`src/hdl/b64e_pkg.sv`:
```
// Shared types, constants and the character table for the Base64 stream encoder.
package b64e_pkg;

   // Pad character '='
   localparam logic [7:0] PAD_CHAR = 8'h3D;

   // Queue depth between group assembly and character output
   localparam int QUEUE_DEPTH = 2;

   // Slot numbers inside a group
   localparam logic [1:0] SLOT_FIRST  = 2'd0;
   localparam logic [1:0] SLOT_SECOND = 2'd1;
   localparam logic [1:0] SLOT_THIRD  = 2'd2;
   localparam logic [1:0] CHAR_LAST   = 2'd3;

   // Input item
   typedef struct packed {
      logic [7:0] data_byte;
      logic       last_byte;
   } req_type;

   // Result item
   typedef struct packed {
      logic [7:0] out_char;
      logic       end_of_text;
   } rsp_type;

   // One assembled group; missing bytes are zero
   typedef struct packed {
      logic [7:0] g0;
      logic [7:0] g1;
      logic [7:0] g2;
      logic [1:0] top_slot;   // slot of the final byte (0..2)
      logic       last;
   } group_type;

   // Queue status seen by both sides
   typedef struct packed {
      logic full;
      logic empty;
   } q_status_type;

   // Standard alphabet lookup for one sextet
   function automatic logic [7:0] sextet_char(input logic [5:0] v);
      logic [7:0] c;
      if (v < 6'd26)
         c = 8'h41 + {2'b00, v};
      else if (v < 6'd52)
         c = 8'h61 + {2'b00, v} - 8'd26;
      else if (v < 6'd62)
         c = 8'h30 + {2'b00, v} - 8'd52;
      else if (v == 6'd62)
         c = 8'h2B;
      else
         c = 8'h2F;
      return c;
   endfunction

endpackage

```
`src/hdl/b64e_front.sv`:
```
// Front end: takes bytes, holds a partial group and releases full or final groups.
module b64e_front import b64e_pkg::*; (
   input  logic         clock,
   input  logic         reset,
   input  logic         req_valid,
   output logic         req_stall,
   input  req_type      req_data,
   input  q_status_type q_status,
   output logic         push,
   output group_type    push_group
);

   logic [7:0] held_ff [2];
   logic [7:0] held_in [2];
   logic [1:0] count_ff, count_in;
   logic [1:0] cnt;
   logic       accept;

   assign req_stall = q_status.full;
   assign accept    = req_valid && !q_status.full;

   // A held count of three cannot occur; fold it onto two
   assign cnt = (count_ff == 2'd3) ? SLOT_THIRD : count_ff;

   // Group build and hold update
   always_comb begin
      held_in  = held_ff;
      count_in = count_ff;
      push     = 1'b0;
      push_group.g0       = (cnt == SLOT_FIRST) ? req_data.data_byte : held_ff[0];
      push_group.g1       = (cnt == SLOT_SECOND) ? req_data.data_byte :
                            ((cnt == SLOT_THIRD) ? held_ff[1] : 8'h00);
      push_group.g2       = (cnt == SLOT_THIRD) ? req_data.data_byte : 8'h00;
      push_group.top_slot = cnt;
      push_group.last     = req_data.last_byte;
      if (accept) begin
         if (cnt != SLOT_THIRD && !req_data.last_byte) begin
            held_in[cnt[0]] = req_data.data_byte;
            count_in        = cnt + 2'd1;
         end else begin
            push       = 1'b1;
            held_in[0] = 8'h00;
            held_in[1] = 8'h00;
            count_in   = 2'd0;
         end
      end
   end

   always_ff @(posedge clock) begin
      if (reset) begin
         count_ff <= 2'd0;
      end else begin
         count_ff <= count_in;
      end
   end

   // Held bytes are only read below the fill count
   always_ff @(posedge clock) begin
      held_ff <= held_in;
   end

endmodule

```
`src/hdl/b64e_queue.sv`:
```
// Short group queue between the front end and the character output stage.
module b64e_queue import b64e_pkg::*; (
   input  logic         clock,
   input  logic         reset,
   input  logic         push,
   input  group_type    push_group,
   input  logic         pop,
   output group_type    head_group,
   output q_status_type q_status
);

   localparam int PtrW = (QUEUE_DEPTH > 1) ? $clog2(QUEUE_DEPTH) : 1;
   localparam int CntW = $clog2(QUEUE_DEPTH + 1);

   group_type          mem_ff [QUEUE_DEPTH];
   logic [PtrW-1:0]    wr_ptr_ff, wr_ptr_in;
   logic [PtrW-1:0]    rd_ptr_ff, rd_ptr_in;
   logic [CntW-1:0]    count_ff, count_in;
   logic               do_push, do_pop;

   assign q_status.full  = (count_ff == CntW'(QUEUE_DEPTH));
   assign q_status.empty = (count_ff == '0);
   assign do_push        = push && !q_status.full;
   assign do_pop         = pop && !q_status.empty;
   assign head_group     = mem_ff[rd_ptr_ff];

   // Pointer and fill count update
   always_comb begin
      wr_ptr_in = wr_ptr_ff;
      rd_ptr_in = rd_ptr_ff;
      count_in  = count_ff;
      if (do_push) begin
         wr_ptr_in = (wr_ptr_ff == PtrW'(QUEUE_DEPTH - 1)) ? '0 : wr_ptr_ff + 1'b1;
      end
      if (do_pop) begin
         rd_ptr_in = (rd_ptr_ff == PtrW'(QUEUE_DEPTH - 1)) ? '0 : rd_ptr_ff + 1'b1;
      end
      if (do_push && !do_pop)
         count_in = count_ff + 1'b1;
      else if (do_pop && !do_push)
         count_in = count_ff - 1'b1;
   end

   always_ff @(posedge clock) begin
      if (reset) begin
         wr_ptr_ff <= '0;
         rd_ptr_ff <= '0;
         count_ff  <= '0;
      end else begin
         wr_ptr_ff <= wr_ptr_in;
         rd_ptr_ff <= rd_ptr_in;
         count_ff  <= count_in;
      end
   end

   // Storage
   always_ff @(posedge clock) begin
      if (do_push) begin
         mem_ff[wr_ptr_ff] <= push_group;
      end
   end

endmodule

```
`src/hdl/b64e_back.sv`:
```
// Back end: four characters per queued group, one per cycle while not stalled.
module b64e_back import b64e_pkg::*; (
   input  logic         clock,
   input  logic         reset,
   input  group_type    head_group,
   input  q_status_type q_status,
   output logic         pop,
   output logic         rsp_valid,
   input  logic         rsp_stall,
   output rsp_type      rsp_data
);

   group_type  cur_ff, cur_in;
   logic       cur_valid_ff, cur_valid_in;
   logic [1:0] idx_ff, idx_in;
   logic       out_valid_ff, out_valid_in;
   rsp_type    out_ff, out_in;
   logic       can_load;
   logic [5:0] sextet;
   logic       is_pad;

   assign can_load  = !out_valid_ff || !rsp_stall;
   assign rsp_valid = out_valid_ff;
   assign rsp_data  = out_ff;

   // Sextet for the current character
   always_comb begin
      case (idx_ff)
         2'd0:    sextet = cur_ff.g0[7:2];
         2'd1:    sextet = {cur_ff.g0[1:0], cur_ff.g1[7:4]};
         2'd2:    sextet = {cur_ff.g1[3:0], cur_ff.g2[7:6]};
         default: sextet = cur_ff.g2[5:0];
      endcase
   end

   // Character k is a pad when it lies beyond the bytes present
   assign is_pad = ({1'b0, idx_ff} > ({1'b0, cur_ff.top_slot} + 3'd1));

   // Group sequencing and output register load
   always_comb begin
      cur_in       = cur_ff;
      cur_valid_in = cur_valid_ff;
      idx_in       = idx_ff;
      out_valid_in = out_valid_ff;
      out_in       = out_ff;
      pop = !q_status.empty &&
            (!cur_valid_ff || (can_load && idx_ff == CHAR_LAST));
      if (can_load) begin
         out_valid_in       = cur_valid_ff;
         out_in.out_char    = is_pad ? PAD_CHAR : sextet_char(sextet);
         out_in.end_of_text = cur_ff.last && (idx_ff == CHAR_LAST);
         if (cur_valid_ff) begin
            idx_in = idx_ff + 2'd1;
            if (idx_ff == CHAR_LAST)
               cur_valid_in = 1'b0;
         end
      end
      if (pop) begin
         cur_in       = head_group;
         cur_valid_in = 1'b1;
         idx_in       = 2'd0;
      end
   end

   always_ff @(posedge clock) begin
      if (reset) begin
         cur_valid_ff <= 1'b0;
         idx_ff       <= 2'd0;
         out_valid_ff <= 1'b0;
      end else begin
         cur_valid_ff <= cur_valid_in;
         idx_ff       <= idx_in;
         out_valid_ff <= out_valid_in;
      end
   end

   // Payload registers
   always_ff @(posedge clock) begin
      cur_ff <= cur_in;
      out_ff <= out_in;
   end

endmodule

```
`src/hdl/base64_stream_encoder.sv`:
```
// Base64 stream encoder top level: front end, group queue and character output.
// Bytes are taken one transfer per cycle while the two-group queue has room; every
// third byte, or a final byte, closes a group. Each group leaves as four characters,
// one per cycle from a registered output while rsp_stall is low, so the output stage
// sets the sustained rate. A closed group passes the group queue, the current-group
// register and the output register before its first character appears. Short final
// groups are padded with '=', and the last character of a message carries
// end_of_text.
module base64_stream_encoder import b64e_pkg::*; (
   input  logic    clock,
   input  logic    reset,
   input  logic    req_valid,
   output logic    req_stall,
   input  req_type req_data,
   output logic    rsp_valid,
   input  logic    rsp_stall,
   output rsp_type rsp_data
);

   q_status_type q_status;
   logic         push, pop;
   group_type    push_group, head_group;

   // Group assembly
   b64e_front u_front (
      .clock      (clock),
      .reset      (reset),
      .req_valid  (req_valid),
      .req_stall  (req_stall),
      .req_data   (req_data),
      .q_status   (q_status),
      .push       (push),
      .push_group (push_group)
   );

   // Group queue
   b64e_queue u_queue (
      .clock      (clock),
      .reset      (reset),
      .push       (push),
      .push_group (push_group),
      .pop        (pop),
      .head_group (head_group),
      .q_status   (q_status)
   );

   // Character output
   b64e_back u_back (
      .clock      (clock),
      .reset      (reset),
      .head_group (head_group),
      .q_status   (q_status),
      .pop        (pop),
      .rsp_valid  (rsp_valid),
      .rsp_stall  (rsp_stall),
      .rsp_data   (rsp_data)
   );

endmodule

```
`config.mk`:
```
export PLATFORM = sky130hd
export DESIGN_NAME = base64_stream_encoder
export DESIGN_NICKNAME = d
export VERILOG_FILES = /design/src/hdl/b64e_pkg.sv /design/src/hdl/b64e_front.sv /design/src/hdl/b64e_queue.sv /design/src/hdl/b64e_back.sv /design/src/hdl/base64_stream_encoder.sv
export SDC_FILE = /design/constraint.sdc
export NUM_CORES = 1
export LEC_CHECK = 0
export ABC_CLOCK_PERIOD_IN_PS = 4000
export BUFFER_PORTS_ARGS = -buffer_cell sky130_fd_sc_hd__buf_2
export CORE_MARGIN = 5
export CORE_UTILIZATION = 53
export CTS_CLUSTER_DIAMETER = 100
export DETAILED_ROUTE_END_ITERATION = 12
export GPL_ROUTABILITY_DRIVEN = 0
export HOLD_SLACK_MARGIN = 0.15
export PLACE_DENSITY = 0.69
export SYNTH_ARGS = -nofsm -noshare
export SYNTH_HDL_FRONTEND = slang
export SYNTH_HIERARCHICAL = 1
export SYNTH_SLANG_ARGS = --single-unit
```
`constraint.sdc`:
```
create_clock -name clock -period 4 [get_ports clock]
set_input_delay 0.8 -clock clock [delete_from_list [all_inputs] [get_ports clock]]
set_output_delay 0.8 -clock clock [all_outputs]
set_load 0.02 [all_outputs]
```
==> metrics.md, run 1 <==
| Metric | Value |
|---|---|
| Post-synthesis simple-gate area fraction | `8.54%` |
| Filler cells | `729` |
| Worst Path Arrival | `3.22 ns` |
| Sum of negative setup slack | `0 ns` |
| Aggregate global routing overflow | `0` |
| Worst Tran Pin Value | `1.07 ns` |
| Number of instances resized during post-cts repair | `0` |
| Leakage power total | `2.15 nW` |
| Antenna Diode Count | `0` |
| Warnings from Yosys | `6` |
| Synth cell types | `44` |
| DR WL/cell | `15.9 µm` |
| Setup slack at placement | `1.02 ns` |
| Dominant combinational cell family by area after synthesis | `multiplexers` |
| Worst rel slew slack | `28.4%` |
| Core area | `9590 µm²` |
| Number of buffers on the longest clock path | `2` |
| Fraction of post-synthesis cell area in the top cell type by area | `61.9%` |
| Result of the run | `finished clean` |
| Top cell type by total area after synthesis | `edfxtp_1` |
| Largest net degree at the start of global routing | `31` |
| Commonest register cell after synthesis | `edfxtp_1` |
| Vias post-DR | `2899` |
| Fin. Hold Viols | `0` |
| Number of buffers added by the clock tree synthesis step | `17` |
| Unrepaired setup endpoints after global routing | `false` |
| Leading cell type in the layout, fill and taps excluded | `edfxtp_1` |
| Signed area change from the synthesized netlist to the final layout | `15.8%` |
| Number of DRC markers after the initial detailed-route iteration | `183` |
| Category of the most critical setup path | `register to register` |
| Clk sinks | `117` |
| Synthesized-area fraction occupied by adder cells | `2.43%` |
| Storage element area | `3400 µm²` |
| Reported max-cap violation count | `0` |
| Worst EP required | `4.25 ns` |
| Cts hold-fix bufs | `0` |
| Area share of xor/xnor cells in the synthesized design | `0.681%` |
| Worst IR drop on VDD | `0.394 mV` |
| Worst hold path class | `register to register` |
| Clock-pin transition on the worst setup and hold timing paths | `0.05 ns` |
| Number of post-CTS setup repair buffers | `0` |
| Count of final setup violators | `0` |
| Proportion of layout cells with a drive suffix above 1 | `26.5%` |
| Avg Cell Area, Syn | `14.3 µm²` |
| Power density cells | `802 nW/µm²` |
| Async set-reset flop share out of synthesis | `0%` |
| Post-layout minimum cycle time | `2.98 ns` |
| All-Layer GR Usage | `16.1%` |
| Clock skew after layout | `0.0110 ns` |
| Global-route wire length before repair | `14300 µm` |
| Count of flip-flops with a built-in enable after synthesis | `106` |
| Final core utilization | `62.1%` |
| Setup slack of the worst register-to-register path | `1.02 ns` |
| Combined area of all synthesized cells | `5140 µm²` |
| Clock insertion delay at the later pin of the skew report | `0.50 ns` |
| Mean number of vias per cell | `5.37` |
| #FFs+latches synth | `117` |
| Number of nets produced by synthesis | `383` |
| Endpoint kind of the worst setup timing path | `register` |
| Die outline width | `108 µm` |
| Total iterations of the first detailed-routing run | `4` |
| Multiplexer area fraction after synthesis | `12.2%` |
| Antenna violations before repair | `0` |
| Clock root buffer master | `clkbuf_8` |
| Maximum clock frequency | `336 MHz` |
| H-tree Lvls | `4` |
| Post-DRT Antenna Nets | `0` |
| Row count | `36` |
| HPWL Detailed | `5690 µm` |
| Final WL | `8590 µm` |
| Synthesized-area fraction occupied by ao, oa, aoi and oai cells | `7.01%` |
| Critical Path Start Type | `register` |
| DIE AREA | `11800 µm²` |
| Via count of the first global-routing pass | `2997` |
| Cells after Synth | `360` |
| Number of remaining DRC errors | `0` |
| I/O Buffers | `23` |
| Clock tree from TritonCTS | `built` |
| Vertical extent of the die | `108 µm` |
| Multi-input gate area | `1590 µm²` |
| Worst-case setup margin in the final layout | `1.02 ns` |
| Final-report max-slew violation count | `0` |
| Area contributors post-synth | `edfxtp_1, mux2_2, dfxtp_1` |
| Initial standard-cell utilization of the core | `53.6%` |
| Io pins | `24` |
| Crit Path Max Fanout | `11` |
| Final cycle utilization of the critical path | `74.4%` |
| Portion of the post-synthesis area used by sequential elements | `66.2%` |
| NumNets Final | `417` |
| Most frequent cells in the layout | `edfxtp_1, mux2_2, nand2_1` |
power breakdown:
part / leakage (nW) / internal, W / switching (W)
Clock: 0.274 / 0.000929 / 0.000481
Sequential: 1.12 / 0.00177 / 0.000142
Combinational: 0.766 / 0.000594 / 0.000860
registers in the layout, indices dropped and copies added (netlist names), named ones only:
| register | flops |
|---|---|
| u_queue/mem_ff | 54 |
| u_back/cur_ff | 27 |
| u_front/held_ff | 16 |
| u_back/rsp_data | 9 |
| u_back/idx_ff | 2 |
| u_front/count_ff | 2 |
| u_queue/count_ff | 2 |
| u_back/cur_valid_ff | 1 |
| u_back/rsp_valid | 1 |
| u_queue/rd_ptr_ff | 1 |
| u_queue/wr_ptr_ff | 1 |
worst max-delay path: stages, from the launching register on:
cell and delay [ns]:
dfxtp_1 0.40, ha_1 0.56, mux2i_1 0.67, inv_1 0.10, ha_1 0.27, nor2_2 0.13
nand2_1 0.06, mux2_2 0.26, a221o_1 0.28
cell type report:
cell class                 instances  share of cell area [%]
sequential                       117                    57.2
multi-input combinational        214                    26.8
clock buffer                      23                    7.84
timing repair buffer              30                    2.82
tap                              133                    2.80
clock inverter                     9                    1.72
inverter                          14                   0.883
worst paths after layout:
kind	endpoint	start	depth (start not counted)
setup / recovery	u_back/rsp_data[3]$_SDFFCE_PN1N_	u_back/idx_ff[1]$_SDFFE_PP0P_	8
hold / removal	u_back/cur_valid_ff$_SDFFE_PP0P_	u_back/cur_valid_ff$_SDFFE_PP0P_	2
setup reg to reg	u_back/rsp_data[3]$_SDFFCE_PN1N_	u_back/idx_ff[1]$_SDFFE_PP0P_	8
hold reg to reg	u_back/cur_valid_ff$_SDFFE_PP0P_	u_back/cur_valid_ff$_SDFFE_PP0P_	2
metal layers:
layer | vias up | global-route usage, % | routed length, µm
met5 | - | 0 | 0
met4 | 0 | 7.30 | 112
met3 | 10 | 4.54 | 326
met2 | 63 | 26.7 | 4280
met1 | 1409 | 19.6 | 3870
li1 | 1417 | - | -
per-stage QoR:
stage | instances | hold slack (ns) | total power [W] | cell area (µm²)
5_1_grt | 540 | 0.504 | 0.00507 | 5950
2_1_floorplan | 360 | 0.452 | 0.00302 | 5140
6_report | 540 | 0.504 | 0.00477 | 5950
3_3_place_gp | 508 | 0.467 | 0.00333 | 5380
4_1_cts | 540 | 0.490 | 0.00482 | 5950
3_5_place_dp | 508 | 0.492 | 0.00339 | 5380
kinds of logic (layout without fill, tap and decap cells):
family	count (synthesis)	after routing
flops	117	117
simple gates	88	88
mux	56	56
compound gates	55	55
buf+inv	29	76
fa+ha+maj	10	10
xor+xnor	4	4
other cells	1	1
cells in the mapped netlist (all sizes together) (6+ instances only):
| master | number |
|---|---|
| a21oi | 23 |
| nor2 | 22 |
| buf | 13 |
| dfxtp | 11 |
| edfxtp | 106 |
| inv | 14 |
| mux2i | 16 |
| a222oi | 6 |
| ha | 10 |
| nand2 | 27 |
| and2 | 11 |
| nand2b | 9 |
| mux2 | 40 |
| o21ai | 13 |
(Power assumes the default switching activity.)
==> run 2, diff against run 1 <==
--- a/config.mk
+++ b/config.mk
@@ -5,7 +5,7 @@
 export SDC_FILE = /design/constraint.sdc
 export NUM_CORES = 1
 export LEC_CHECK = 0
-export ABC_CLOCK_PERIOD_IN_PS = 4000
+export ABC_CLOCK_PERIOD_IN_PS = 2700
 export BUFFER_PORTS_ARGS = -buffer_cell sky130_fd_sc_hd__buf_2
 export CORE_MARGIN = 5
 export CORE_UTILIZATION = 53
==> constraint.sdc (replaced) <==
create_clock -name clock -period 2.7 [get_ports clock]
set_input_delay 0.54 -clock clock [delete_from_list [all_inputs] [get_ports clock]]
set_output_delay 0.54 -clock clock [all_outputs]
set_load 0.02 [all_outputs]
==> run 2 against run 1 <==
Flip-flop and latch count stayed put. Critical path depth is 1 higher. Via count is 0.83% lower. Critical endpoint unchanged. Cell area hardly changed.
==> metrics.md, run 2 (synthesis results as in run 1) <==
| Metric | Value |
|---|---|
| Result of the run | `finished clean` |
| Global-route wire length before repair | `14000 µm` |
| Number of flip-flops in the largest register | `54` |
| Category of the most critical setup path | `register to register` |
| Critical Path Start Type | `register` |
| Clock tree from TritonCTS | `built` |
| Number of placed instances, taps included | `513` |
| Proportion of layout cells with a drive suffix above 1 | `26.6%` |
| All-Layer GR Usage | `16.1%` |
| Number of standard cells in the layout, taps in and fillers out | `546` |
| Clk sinks | `117` |
| NumNets Final | `423` |
| HPWL Detailed | `5610 µm` |
| Final cycle utilization of the critical path | `95.2%` |
| Clock-pin transition on the worst setup and hold timing paths | `0.06 ns` |
| Largest net degree at the start of global routing | `31` |
| I/O Buffers | `23` |
| Number of buffers added by the clock tree synthesis step | `17` |
| Endpoint kind of the worst setup timing path | `register` |
| Clock insertion delay at the later pin of the skew report | `0.51 ns` |
| Leading cell type in the layout, fill and taps excluded | `edfxtp_1` |
| Number of DRC markers after the initial detailed-route iteration | `177` |
| Setup slack at placement | `0.0899 ns` |
| Post-layout minimum cycle time | `2.57 ns` |
| Setup slack of the worst register-to-register path | `0.13 ns` |
| Worst IR drop on VDD | `0.573 mV` |
| Worst Tran Pin Value | `0.656 ns` |
| Total iterations of the first detailed-routing run | `7` |
| Most frequent cells in the layout | `edfxtp_1, mux2_2, nand2_1` |
| Row count | `36` |
| Worst Path Arrival | `2.83 ns` |
| Hold Crit Start | `req_data[0]` |
| Post-DRT Antenna Nets | `0` |
| Antenna violations before repair | `0` |
| Via count of the first global-routing pass | `2804` |
| Number of buffers on the longest clock path | `2` |
| Clock root buffer master | `clkbuf_8` |
| Sum of negative setup slack | `0 ns` |
| Antenna Diode Count | `0` |
| Crit Path Max Fanout | `8` |
| DIE AREA | `11800 µm²` |
| Worst hold-check slack | `0.258 ns` |
| Io pins | `24` |
| Worst rel slew slack | `55.0%` |
| Biggest register | `u_queue/mem_ff` |
| Mean number of vias per cell | `5.27` |
| Hold Path Depth | `1` |
| Leakage power total | `2.17 nW` |
| Count of final setup violators | `0` |
| Worst hold path class | `primary input to register` |
| Initial standard-cell utilization of the core | `53.6%` |
| Largest registers | `u_queue/mem_ff (54), u_back/cur_ff (27), u_front/held_ff (16)` |
| Aggregate global routing overflow | `0` |
| DR WL/cell | `15.3 µm` |
| Fin. Hold Viols | `0` |
| Worst-case setup margin in the final layout | `0.129 ns` |
| Worst EP required | `2.96 ns` |
| Signed area change from the synthesized netlist to the final layout | `15.9%` |
| Number of remaining DRC errors | `0` |
| Vias post-DR | `2875` |
| Reported max-cap violation count | `0` |
| Clock skew after layout | `0.0115 ns` |
| Final WL | `8370 µm` |
| Die outline width | `108 µm` |
| Power density cells | `1170 nW/µm²` |
| Capture point of the worst reg-to-reg path | `u_back/rsp_data[3]$_SDFFCE_PN1N_` |
| Depth of the worst register-to-register path | `9` |
| Core area | `9590 µm²` |
| Summed area of non-filler cells in the final layout | `5960 µm²` |
| Min-Delay Endpoint | `u_queue/mem_ff[1][0]$_DFFE_PP_` |
| Final-report max-slew violation count | `0` |
| Maximum clock frequency | `389 MHz` |
| Vertical extent of the die | `108 µm` |
| Cell area after placement | `5430 µm²` |
| Unrepaired setup endpoints after global routing | `false` |
| Worst R2R Start | `u_back/idx_ff[1]$_SDFFE_PP0P_` |
| Cts hold-fix bufs | `0` |
| H-tree Lvls | `4` |
run 2: changes by cell type in the layout (fill, tap and decap cells not counted), moves of 2 or more:
cell        change
buf_4           +6
clkbuf_1        +4
clkbuf_8        -2
clkinv_1        +2
clkinvlp_4      -3
run 2: layer usage:
layer | GRT usage [%] | vias up | part of all wire (%)
met1 | 20.4 | 1373 | 46
li1 | - | 1427 | -
met5 | 0 | - | 0
met4 | 7.30 | 0 | 1.2
met2 | 25.5 | 65 | 48
met3 | 4.96 | 10 | 4.3
run 2: cell type report:
class                   count  area [µm²]
fillers                   722        3640
flip-flops and latches    117        3400
multi-input cells         214        1610
clock buffers              25         454
repair buffers             36         213
well taps                 133         166
clock inverters             7        57.6
inverters                  14        52.6
run 2: what timing repair did:
item,in CTS,in global routing
endpoints found under the setup margin,0,1
resized for setup,0,2
buffers inserted,0,1
run 2: worst max-delay path, stage by stage, from the launching register on:
cell      delay, ns
dfxtp_1        0.40
inv_1          0.09
ha_1           0.26
a222oi_1       0.30
buf_4          0.17
mux2_4         0.19
nand2_2        0.09
a31oi_4        0.18
mux2_2         0.35
a221o_1        0.28
run 2: where the power goes:
| part | switching (W) | internal (W) | leakage [nW] | total, W |
|---|---|---|---|---|
| registers | 0.000160 | 0.00262 | 1.12 | 0.00278 |
| logic | 0.00132 | 0.000943 | 0.800 | 0.00226 |
| clock network | 0.000692 | 0.00123 | 0.253 | 0.00192 |
| total | 0.00217 | 0.00479 | 2.17 | 0.00696 |
run 2: how the worst max path moves through the flow:
stage | start | endpoint | slack [ns] | cells after the start
final | u_back/idx_ff[1]$_SDFFE_PP0P_ | u_back/rsp_data[3]$_SDFFCE_PN1N_ | 0.13 | 9
after global routing | u_back/idx_ff[1]$_SDFFE_PP0P_ | u_back/rsp_data[3]$_SDFFCE_PN1N_ | 0.01 | 9
after CTS | u_back/idx_ff[0]$_SDFFE_PP0P_ | u_back/rsp_data[3]$_SDFFCE_PN1N_ | 0.08 | 8
after detailed placement | u_back/idx_ff[0]$_SDFFE_PP0P_ | u_back/rsp_data[3]$_SDFFCE_PN1N_ | 0.09 | 8
after floorplan | rsp_stall | u_queue/count_ff[1]$_SDFFE_PP0P_ | -0.02 | 7
after global placement | u_back/idx_ff[0]$_SDFFE_PP0P_ | u_back/rsp_data[3]$_SDFFCE_PN1N_ | 0.17 | 8
run 2: through the flow:
stage	power, W	util [%]
floorplan	0.00448	-
global placement	0.00497	56.6
detailed placement	0.00504	56.6
CTS	0.00699	61.9
global route	0.00740	62.1
finish	0.00696	62.1
==> run 3, diff against run 2 <==
--- a/config.mk
+++ b/config.mk
@@ -8,12 +8,13 @@
 export ABC_CLOCK_PERIOD_IN_PS = 2700
 export BUFFER_PORTS_ARGS = -buffer_cell sky130_fd_sc_hd__buf_2
 export CORE_MARGIN = 5
-export CORE_UTILIZATION = 53
+export CORE_UTILIZATION = 55
 export CTS_CLUSTER_DIAMETER = 100
 export DETAILED_ROUTE_END_ITERATION = 12
 export GPL_ROUTABILITY_DRIVEN = 0
 export HOLD_SLACK_MARGIN = 0.15
-export PLACE_DENSITY = 0.69
+export PLACE_DENSITY = 0.71
+export SLEW_MARGIN = 15
 export SYNTH_ARGS = -nofsm -noshare
 export SYNTH_HDL_FRONTEND = slang
 export SYNTH_HIERARCHICAL = 1
==> run 3 against run 2 <==
Utilization is 3.2 points higher. Final cell count is 3.3% lower. Maximum frequency is 2.7% lower. Setup slack worse by 0.073 ns. Power is 3.6% higher. First-iteration DRC count is 17% lower. Sequential share of layout area is 0.46 points lower. Clock power is 8% higher. Register-to-register slack worse by 0.07 ns. Wire length is 4.0% higher. Clock-buffer cell count is 3 lower.
==> metrics.md, run 3 (synthesis results as in run 1) <==
| Metric | Value |
|---|---|
| Proportion of layout cells with a drive suffix above 1 | `28.8%` |
| Final-report max-slew violation count | `0` |
| Post-DRT Antenna Nets | `0` |
| Number of DRC markers after the initial detailed-route iteration | `147` |
| Worst hold path class | `primary input to register` |
| Hold Path Depth | `1` |
| NumNets Final | `427` |
| Sum of internal, switching and leakage power | `0.00721 W` |
| Most frequent cells in the layout | `edfxtp_1, mux2_2, nand2_1` |
| Multi-input gate area | `1610 µm²` |
| Vertical extent of the die | `107 µm` |
| DR WL/cell | `16.5 µm` |
| Crit Path Max Fanout | `6` |
| I/O Buffers | `23` |
| Depth of the worst register-to-register path | `9` |
| Antenna violations before repair | `0` |
| Fin. Hold Viols | `0` |
| Clock skew after layout | `0.00865 ns` |
| Biggest register | `u_queue/mem_ff` |
| Clk sinks | `117` |
| Clock tree from TritonCTS | `built` |
| Maximum clock frequency | `378 MHz` |
| Worst-case setup margin in the final layout | `0.0568 ns` |
| Cell area after placement | `5400 µm²` |
| Die outline width | `107 µm` |
| Summed area of non-filler cells in the final layout | `6010 µm²` |
| Filler cells | `673` |
| Number of flip-flops in the largest register | `54` |
| Final WL | `8710 µm` |
| Storage element area | `3400 µm²` |
| Power density cells | `1200 nW/µm²` |
| Leading cell type in the layout, fill and taps excluded | `edfxtp_1` |
| Core area | `9200 µm²` |
| Endpoint kind of the worst setup timing path | `register` |
| Mean number of vias per cell | `5.57` |
| Sum of negative setup slack | `0 ns` |
| Clock root buffer master | `clkbuf_8` |
| Category of the most critical setup path | `register to register` |
| Io pins | `24` |
| Largest net degree at the start of global routing | `31` |
| Number of remaining DRC errors | `0` |
| Vias post-DR | `2941` |
| Number of buffers added by the clock tree synthesis step | `17` |
| Global-route wire length before repair | `14300 µm` |
| Antenna Diode Count | `0` |
| Worst rel slew slack | `65.2%` |
| Final cycle utilization of the critical path | `97.9%` |
| Leakage power total | `2.20 nW` |
| Total iterations of the first detailed-routing run | `5` |
| Aggregate global routing overflow | `0` |
| Setup slack at placement | `0.0513 ns` |
| Largest registers | `u_queue/mem_ff (54), u_back/cur_ff (27), u_front/held_ff (16)` |
| Initial standard-cell utilization of the core | `55.9%` |
| Reported max-cap violation count | `0` |
| Worst EP required | `2.95 ns` |
| Row count | `35` |
| Worst Path Arrival | `2.89 ns` |
| Signed area change from the synthesized netlist to the final layout | `16.8%` |
| Via count of the first global-routing pass | `2908` |
| HPWL Detailed | `5800 µm` |
| Clock-pin transition on the worst setup and hold timing paths | `0.05 ns` |
| Worst Tran Pin Value | `0.507 ns` |
| Worst IR drop on VDD | `0.493 mV` |
| Clock insertion delay at the later pin of the skew report | `0.51 ns` |
| Number of buffers on the longest clock path | `2` |
| Post-layout minimum cycle time | `2.64 ns` |
| DIE AREA | `11400 µm²` |
| Result of the run | `finished clean` |
| Critical Path Start Type | `register` |
| H-tree Lvls | `4` |
| All-Layer GR Usage | `16.4%` |
| Count of final setup violators | `0` |
-- run 3: cell count changes in the layout (fill, tap and decap cells not counted), sizes merged --
cell	change
clkinvlp	+3
clkbuf	-3
bufinv	+1
clkinv	-1
buf	+4
-- run 3: path summary, 6_finish.rpt --
path / startpoint / endpoint / slack (ns)
worst max-delay path: u_back/idx_ff[0]$_SDFFE_PP0P_ / u_back/rsp_data[3]$_SDFFCE_PN1N_ / 0.06
worst min-delay path: req_data[0] / u_queue/mem_ff[0][0]$_DFFE_PP_ / 0.28
worst max register to register: u_back/idx_ff[0]$_SDFFE_PP0P_ / u_back/rsp_data[3]$_SDFFCE_PN1N_ / 0.06
worst min register to register: u_queue/wr_ptr_ff$_SDFFE_PP0P_ / u_queue/wr_ptr_ff$_SDFFE_PP0P_ / 0.51
-- run 3: repair_timing --
action / 4_1_cts / 5_1_grt
setup endpoints to repair: 0 / 1
gates resized for setup: 0 / 1
hold buffers: 0 / 0
buffers inserted: 0 / 5
-- run 3: final cells by class --
| cell class | count | share of cell area [%] |
|---|---|---|
| Tap cell | 111 | 2.31 |
| Sequential cell | 117 | 56.7 |
| Inverter | 14 | 0.875 |
| Clock buffer | 22 | 7.54 |
| Timing Repair Buffer | 40 | 4.04 |
| Clock inverter | 10 | 1.79 |
| Multi-Input combinational cell | 214 | 26.8 |
-- run 3: stage by stage --
step,utilization [%],instances,hold WS (ns)
after floorplan,-,360,0.452
final,65.3,528,0.275
after global routing,65.3,528,0.260
after CTS,64.9,523,0.245
after detailed placement,58.8,491,0.493
after global placement,58.8,491,0.467
-- run 3: worst max-delay path, stage by stage, from the launching register on --
cell,delay (ns)
dfxtp_1,0.37
inv_1,0.11
ha_1,0.29
a222oi_1,0.37
buf_4,0.19
mux2_4,0.16
nand2_2,0.08
a31oi_4,0.19
mux2_2,0.35
a221o_1,0.28
-- run 3: layer usage --
metal  GRT usage [%]  wire, µm  up-vias
met2            26.4      4310       51
met3            4.76       270       10
met5               0         0        -
met1            21.0      4040     1443
li1                -         -     1437
met4            6.58        92        0
-- run 3: power by group --
group          switching, W  leakage, nW  internal, W
logic               0.00135        0.819     0.000998
registers          0.000164         1.12      0.00262
clock network      0.000725        0.271      0.00135
